[config.mk]
export PLATFORM = sky130hd
export DESIGN_NAME = decimal_display_formatter
export DESIGN_NICKNAME = d
export VERILOG_FILES = /design/src/hdl/ddf_pkg.sv /design/src/hdl/ddf_dabble.sv /design/src/hdl/ddf_format.sv /design/src/hdl/decimal_display_formatter.sv
export SDC_FILE = /design/constraint.sdc
export NUM_CORES = 1
export LEC_CHECK = 0
export ABC_AREA = 1
export BUFFER_PORTS_ARGS = -buffer_cell sky130_fd_sc_hd__buf_2
export CORE_ASPECT_RATIO = 1.4
export CORE_UTILIZATION = 40
export CTS_BUF_LIST = sky130_fd_sc_hd__clkbuf_8
export DETAILED_ROUTE_END_ITERATION = 7
export SLEW_MARGIN = 20
export SYNTH_ARGS = -nofsm -noshare
export SYNTH_HDL_FRONTEND = slang
export SYNTH_SLANG_ARGS = --single-unit
[constraint.sdc]
create_clock -name clk -period 3.75 [get_ports clk]
set_input_delay 0.9375 -clock clk [delete_from_list [all_inputs] [get_ports clk]]
set_output_delay 0.9375 -clock clk [all_outputs]
set_load 0.01 [all_outputs]
[src/hdl/ddf_pkg.sv]
`default_nettype none

package ddf_pkg;

    localparam int ValueWidth  = 32;
    localparam int BcdDigits   = 10;
    localparam int StepCount   = ValueWidth;
    localparam int CountWidth  = $clog2(StepCount);

    localparam logic [3:0] SYM_BLANK = 4'd10;
    localparam logic [3:0] SYM_DASH  = 4'd11;
    localparam logic [3:0] SYM_O     = 4'd12;
    localparam logic [3:0] SYM_L     = 4'd13;
    localparam logic [3:0] POINT_BASE = 4'b1000;

    typedef logic [BcdDigits-1:0][3:0] bcd_t;

    typedef struct packed {
        logic [31:0] value;
        logic [2:0]  point_position;
        logic [3:0]  dot_enable;
    } item_t;

    typedef struct packed {
        logic [3:0] digit0_symbol;
        logic [3:0] digit1_symbol;
        logic [3:0] digit2_symbol;
        logic [3:0] digit3_symbol;
        logic [3:0] dot_pattern;
        logic       overload;
    } result_t;

    typedef struct packed {
        logic load;
        logic step;
    } conv_ctrl_t;

    typedef enum logic [1:0] {
        ST_IDLE,
        ST_CONVERT,
        ST_DONE
    } state_t;

endpackage

`default_nettype wire

[src/hdl/ddf_dabble.sv]
`default_nettype none

module ddf_dabble (
    input  wire logic                                  clk,
    input  wire logic                                  rst_n,
    input  wire ddf_pkg::conv_ctrl_t                   ctrl,
    input  wire logic [ddf_pkg::ValueWidth-1:0]        value,
    output ddf_pkg::bcd_t                              digits,
    output logic                                       last
);

    logic [ddf_pkg::ValueWidth-1:0]    bin_reg;
    logic [ddf_pkg::ValueWidth-1:0]    bin_next;
    ddf_pkg::bcd_t                     bcd_reg;
    ddf_pkg::bcd_t                     bcd_next;
    ddf_pkg::bcd_t                     bcd_adj;
    logic [ddf_pkg::BcdDigits*4-1:0]   adj_bits;
    logic [ddf_pkg::CountWidth-1:0]    count_reg;
    logic [ddf_pkg::CountWidth-1:0]    count_next;

    // One shift-and-add-3 step: correct every digit, then shift one bit in.
    always_comb
    begin
        for (int i = 0; i < ddf_pkg::BcdDigits; i++)
        begin
            bcd_adj[i] = (bcd_reg[i] >= 4'd5) ? bcd_reg[i] + 4'd3 : bcd_reg[i];
        end
    end

    assign adj_bits = bcd_adj;

    always_comb
    begin
        bin_next   = bin_reg;
        bcd_next   = bcd_reg;
        count_next = count_reg;
        if (ctrl.load)
        begin
            bin_next   = value;
            bcd_next   = '0;
            count_next = '0;
        end
        else if (ctrl.step)
        begin
            bin_next   = {bin_reg[ddf_pkg::ValueWidth-2:0], 1'b0};
            bcd_next   = {adj_bits[ddf_pkg::BcdDigits*4-2:0], bin_reg[ddf_pkg::ValueWidth-1]};
            count_next = count_reg + 1'b1;
        end
    end

    always_ff @(posedge clk or negedge rst_n)
    begin
        if (!rst_n)
        begin
            count_reg <= '0;
        end
        else
        begin
            count_reg <= count_next;
        end
    end

    always_ff @(posedge clk)
    begin
        bin_reg <= bin_next;
        bcd_reg <= bcd_next;
    end

    assign digits = bcd_reg;
    assign last   = (count_reg == ddf_pkg::CountWidth'(ddf_pkg::StepCount - 1));

endmodule

`default_nettype wire

[src/hdl/ddf_format.sv]
`default_nettype none

module ddf_format (
    input  wire ddf_pkg::bcd_t   digits,
    input  wire logic [2:0]      point_position,
    input  wire logic [3:0]      dot_enable,
    output ddf_pkg::result_t     result
);

    logic [3:0] hi;
    logic [3:0] k1;
    logic [3:0] k2;
    logic [3:0] k3;
    logic       small_value;
    logic [2:0] dropped;
    logic [2:0] shift;
    logic [3:0] s0;
    logic [3:0] s1;
    logic [3:0] s2;
    logic [3:0] s3;

    // Index of the most significant nonzero digit, zero for a zero value.
    always_comb
    begin
        hi = '0;
        for (int i = 1; i < ddf_pkg::BcdDigits; i++)
        begin
            if (digits[i] != 4'd0)
            begin
                hi = 4'(i);
            end
        end
    end

    assign small_value = (hi < 4'd3);
    assign k1          = hi - 4'd1;
    assign k2          = hi - 4'd2;
    assign k3          = hi - 4'd3;
    assign dropped     = small_value ? 3'd0 : k3[2:0];
    assign shift       = point_position - dropped;

    always_comb
    begin
        if (small_value)
        begin
            s0 = ddf_pkg::SYM_BLANK;
            s1 = digits[2];
            s2 = digits[1];
            s3 = digits[0];
            if (point_position == 3'd0 && digits[2] == 4'd0)
            begin
                s1 = ddf_pkg::SYM_BLANK;
                if (digits[1] == 4'd0)
                begin
                    s2 = ddf_pkg::SYM_BLANK;
                end
            end
        end
        else
        begin
            s0 = digits[hi];
            s1 = digits[k1];
            s2 = digits[k2];
            s3 = digits[k3];
        end
    end

    always_comb
    begin
        if (dropped > point_position)
        begin
            result.digit0_symbol = ddf_pkg::SYM_DASH;
            result.digit1_symbol = ddf_pkg::SYM_O;
            result.digit2_symbol = ddf_pkg::SYM_L;
            result.digit3_symbol = ddf_pkg::SYM_DASH;
            result.dot_pattern   = 4'd0;
            result.overload      = 1'b1;
        end
        else
        begin
            result.digit0_symbol = s0;
            result.digit1_symbol = s1;
            result.digit2_symbol = s2;
            result.digit3_symbol = s3;
            result.dot_pattern   = (ddf_pkg::POINT_BASE >> shift) & dot_enable;
            result.overload      = 1'b0;
        end
    end

endmodule

`default_nettype wire

[src/hdl/decimal_display_formatter.sv]
// A word is loaded, stepped in ST_CONVERT and formatted in ST_DONE, which
// writes the output register once it is free. A new word is taken only in
// ST_IDLE, after the 32 shift-and-add-3 steps of the shared unit and ST_DONE.
// A finished result waits in its output register while the next word is taken.
// Reset clears the sequencer, the step counter and the output valid flag.
`default_nettype none

module decimal_display_formatter (
    input  wire logic             clk,
    input  wire logic             rst_n,
    input  wire logic             item_valid,
    output logic                  item_stall,
    input  wire ddf_pkg::item_t   item,
    output logic                  result_valid,
    input  wire logic             result_stall,
    output ddf_pkg::result_t      result
);

    ddf_pkg::state_t     state_reg;
    ddf_pkg::state_t     state_next;
    ddf_pkg::conv_ctrl_t ctrl;
    ddf_pkg::bcd_t       digits;
    ddf_pkg::result_t    formatted;
    ddf_pkg::result_t    result_reg;
    logic                result_valid_reg;
    logic                result_valid_next;
    logic                last;
    logic                out_free;
    logic                out_load;
    logic [2:0]          pos_reg;
    logic [3:0]          mask_reg;

    assign out_free = !result_valid_reg || !result_stall;

    always_comb
    begin
        state_next = state_reg;
        unique case (state_reg)
            ddf_pkg::ST_IDLE:
            begin
                if (item_valid)
                begin
                    state_next = ddf_pkg::ST_CONVERT;
                end
            end
            ddf_pkg::ST_CONVERT:
            begin
                if (last)
                begin
                    state_next = ddf_pkg::ST_DONE;
                end
            end
            ddf_pkg::ST_DONE:
            begin
                if (out_free)
                begin
                    state_next = ddf_pkg::ST_IDLE;
                end
            end
            default:
            begin
                state_next = ddf_pkg::ST_IDLE;
            end
        endcase
    end

    always_comb
    begin
        item_stall = 1'b1;
        ctrl.load  = 1'b0;
        ctrl.step  = 1'b0;
        out_load   = 1'b0;
        unique case (state_reg)
            ddf_pkg::ST_IDLE:
            begin
                item_stall = 1'b0;
                ctrl.load  = item_valid;
            end
            ddf_pkg::ST_CONVERT:
            begin
                ctrl.step = 1'b1;
            end
            ddf_pkg::ST_DONE:
            begin
                out_load = out_free;
            end
            default:
            begin
                item_stall = 1'b1;
            end
        endcase
    end

    always_comb
    begin
        result_valid_next = result_valid_reg;
        if (out_load)
        begin
            result_valid_next = 1'b1;
        end
        else if (!result_stall)
        begin
            result_valid_next = 1'b0;
        end
    end

    ddf_dabble u_dabble (
        .clk    (clk),
        .rst_n  (rst_n),
        .ctrl   (ctrl),
        .value  (item.value),
        .digits (digits),
        .last   (last)
    );

    ddf_format u_format (
        .digits         (digits),
        .point_position (pos_reg),
        .dot_enable     (mask_reg),
        .result         (formatted)
    );

    always_ff @(posedge clk or negedge rst_n)
    begin
        if (!rst_n)
        begin
            state_reg        <= ddf_pkg::ST_IDLE;
            result_valid_reg <= 1'b0;
        end
        else
        begin
            state_reg        <= state_next;
            result_valid_reg <= result_valid_next;
        end
    end

    always_ff @(posedge clk)
    begin
        if (ctrl.load)
        begin
            pos_reg  <= item.point_position;
            mask_reg <= item.dot_enable;
        end
        if (out_load)
        begin
            result_reg <= formatted;
        end
    end

    assign result_valid = result_valid_reg;
    assign result       = result_reg;

    a_load_from_done: assert property (@(posedge clk) disable iff (!rst_n)
        $rose(result_valid_reg) |-> $past(state_reg == ddf_pkg::ST_DONE))
        else $error("result became valid outside the done state");

    a_overload_no_dots: assert property (@(posedge clk) disable iff (!rst_n)
        (result_valid_reg && result_reg.overload) |-> (result_reg.dot_pattern == 4'd0))
        else $error("overload result carries dots");

    a_normal_symbols: assert property (@(posedge clk) disable iff (!rst_n)
        (result_valid_reg && !result_reg.overload) |->
            (result_reg.digit0_symbol <= ddf_pkg::SYM_BLANK &&
             result_reg.digit3_symbol < ddf_pkg::SYM_BLANK))
        else $error("normal result holds an overload symbol");

    a_done_after_steps: assert property (@(posedge clk) disable iff (!rst_n)
        (state_reg == ddf_pkg::ST_CONVERT && !last) |=> (state_reg == ddf_pkg::ST_CONVERT))
        else $error("conversion left before the last step");

endmodule

`default_nettype wire

==> qor.txt <==
ys async rst share: 7.41%
I/O pins: 66
Synth area leader: edfxtp_1
Clock Latency Late Sink: 0.39 ns
initial antenna violation count: 0
worst setup path category: reg -> reg
die height: 157 um
Post-synth EDFFs: 60
area occupied by multi-input gates: 3470 um2
most common cell in the netlist: nand2_1
Cell Rows: 56
FF-to-FF setup slack: 0.38 ns
H-tree depth: 3
DRC violations left: 0
CTS tree: yes
CP arrival: 3.51 ns
first-pass GRT wire length: 29000 um
post-CTS setup buffer count: 0
final hold viol count: 0
Reg clk slew, reported paths: 0.11 ns
Max Cap Viol: 0
syn_nets: 954
CORE AREA: 16700 um2
Min-Delay Path Class: in -> async
synth unique cells: 48
wire per inst: 15.2 um
Die Width: 112 um
required time of the critical path: 3.88 ns
synth-to-layout area growth: 12.0%
total design power: 6.74 mW
# port buffers: 65
Detailed Route WL: 17600 um
synth warn: 0
Worst R2R End: result[7]
top-area cell type share of the netlist area: 26.4%
ys flop type: edfxtp_1
Setup Skew: 0.0177 ns
via count: 6106
mean post-synth cell area: 7.80 um2
Synth Cell Area: 6830 um2
Syn Inst Count: 876
flops & latches, synth: 108
worst vdd ir: 0.000324 V
Clock Tree Buf Depth: 2
CP Launch Type: register
Slew @ Worst Pin: 0.671 ns
Worst Reg-to-Reg Cells: 22
max-slew violations: 0
Max-slew headroom: 55.2%
Nets: 1027
Leak Pwr: 3.57 nW
n_diodes: 0
critical path peak fanout: 11
RSZ-0062 raised after global routing: false
Final Cycle Share: 89.9%
Seq/Total Area, Yosys: 41.0%
vias in the first global route: 6004
Max Clk Rate: 0.296 GHz
Commonest cells post-synth: nand2_1 (246), nand3_1 (122), inv_1 (88), o21ai_0 (76), edfxtp_1 (60)
CTS Sinks: 108
post-route setup TNS: 0 ns
Final setup violation count: 0
total gr overflow: 0
Pwr per Cell Area: 880 nW/um2
register area: 2800 um2
status: complete, no violations
max reg flops: 40
full die area: 17600 um2
ANT nets after route: 0
Final HPWL DP: 13200 um
largest cells by area after synthesis: edfxtp_1 (26%), nand2_1 (14%), dfxtp_1 (12%)
Worst R2R Start: u_dabble.digits[13]
Finished Core Util: 45.7%
fin crit period: 3.37 ns
routability cong.: 0.891
# fillers: 1722
Clock Tree Root: clkbuf_8
post-DR vias/cell: 5.28
drt pass-1 iters: 5
layout cells sized above 1: 16.4%
Initial Utilization: 40.8%
Total GRT Usage: 21.2%
largest net degree at the start of global routing: 49
initial DRC count: 257
Critical Path End Type: register
CTS Buf Count: 9
==> area by class of cell <==
| cell class | instances | share of cell area (%) |
|---|---|---|
| multi-input combinational | 639 | 45.3 |
| sequential | 108 | 36.6 |
| clock buffer | 11 | 1.98 |
| inverter | 96 | 4.71 |
| clock inverter | 5 | 0.882 |
| tap | 203 | 3.32 |
| timing repair buffer | 95 | 7.19 |
==> per-layer routing <==
metal  wire length [um]  GRT usage [%]  vias to the layer above
met4                836           13.3                        0
met5                  0              0                        -
li1                   -              -                     3087
met1               7280           23.3                     2795
met2               8790           38.5                      174
met3                679           2.87                       50
==> layout by cell type (no fill, tap or decap), drive strengths merged <==
cell    Yosys  final
nand2     253    253
nand3     128    128
inv        95     97
buf        11     95
o21ai      80     80
edfxtp     60     60
nor2       46     46
dfxtp      40     40
ha         34     34
a21oi      32     32
o211ai     11     11
clkbuf     22     11
xor2       11     11
dfrtp       8      8
a31oi       8      8
o32ai       7      7
nor3        7      7
o22ai       6      6
nand3b      3      3
clkinv      1      3
a22o        2      2
nand4       2      2
or2         2      2
a211oi      1      1
xnor2       1      1
o21bai      1      1
nor4        1      1
a22oi       1      1
a32o        1      1
fa          1      1
bufinv      0      1
==> worst max-delay path: stages, from the launching register on <==
cell     delay, ns
dfxtp_1       0.33
inv_1         0.13
ha_1          0.21
nand2_1       0.08
nor2_1        0.13
nand2_1       0.11
nand2_1       0.06
nand2_1       0.05
nand2_1       0.06
nand2_2       0.06
nand2_4       0.07
nand2_4       0.05
ha_1          0.31
nor3_4        0.27
inv_2         0.12
nand2_1       0.09
ha_1          0.28
nand2_1       0.08
nand2_1       0.06
a31oi_2       0.23
inv_2         0.14
o21ai_0       0.10
a21oi_1       0.07
==> worst max-delay path by stage <==
stage	start	end	slack, ns	depth (start not counted)
floorplan	u_dabble.digits[8]	result[13]	0.08	25
global placement	u_dabble.digits[13]	result[20]	0.09	23
detailed placement	u_dabble.digits[13]	result[20]	0.008	23
CTS	u_dabble.digits[13]	result[20]	0.18	23
global route	u_dabble.digits[13]	result[3]	0.06	19
finish	u_dabble.digits[13]	result[7]	0.38	22
==> logic make-up after synthesis <==
logic type / Yosys count / synth area share, %
compound gates: 150 / 12.6
simple gates: 442 / 29.2
buf+inv: 129 / 8.66
xor+xnor: 12 / 2.09
fa+ha+maj: 35 / 6.52
flops: 108 / 41.0
==> where the power goes <==
part	switching, mW	internal, mW	total [mW]
Sequential	0.319	1.82	2.14
Combinational	2.47	1.35	3.81
Clock	0.431	0.355	0.786
==> stage by stage <==
step	setup slack [ns]	area (um2)	hold WS, ns	std cells
after detailed placement	0.00753	7420	0.458	1141
after global routing	0.0558	7660	0.350	1157
after CTS	0.179	7640	0.348	1157
after global placement	0.0923	7420	0.447	1141
final	0.377	7660	0.362	1157
after floorplan	0.0768	6840	0.422	876
==> what timing repair did <==
| action | 4_1_cts | 5_1_grt |
|---|---|---|
| hold buffers | 0 | 0 |
| endpoints found under the setup margin | 2 | 15 |
| gates resized for setup | 1 | 5 |
| endpoints found under the hold margin | 0 | 0 |
| pin swaps | 0 | 1 |
| cloned | 0 | 0 |
Power figures use the tool's default switching activity.
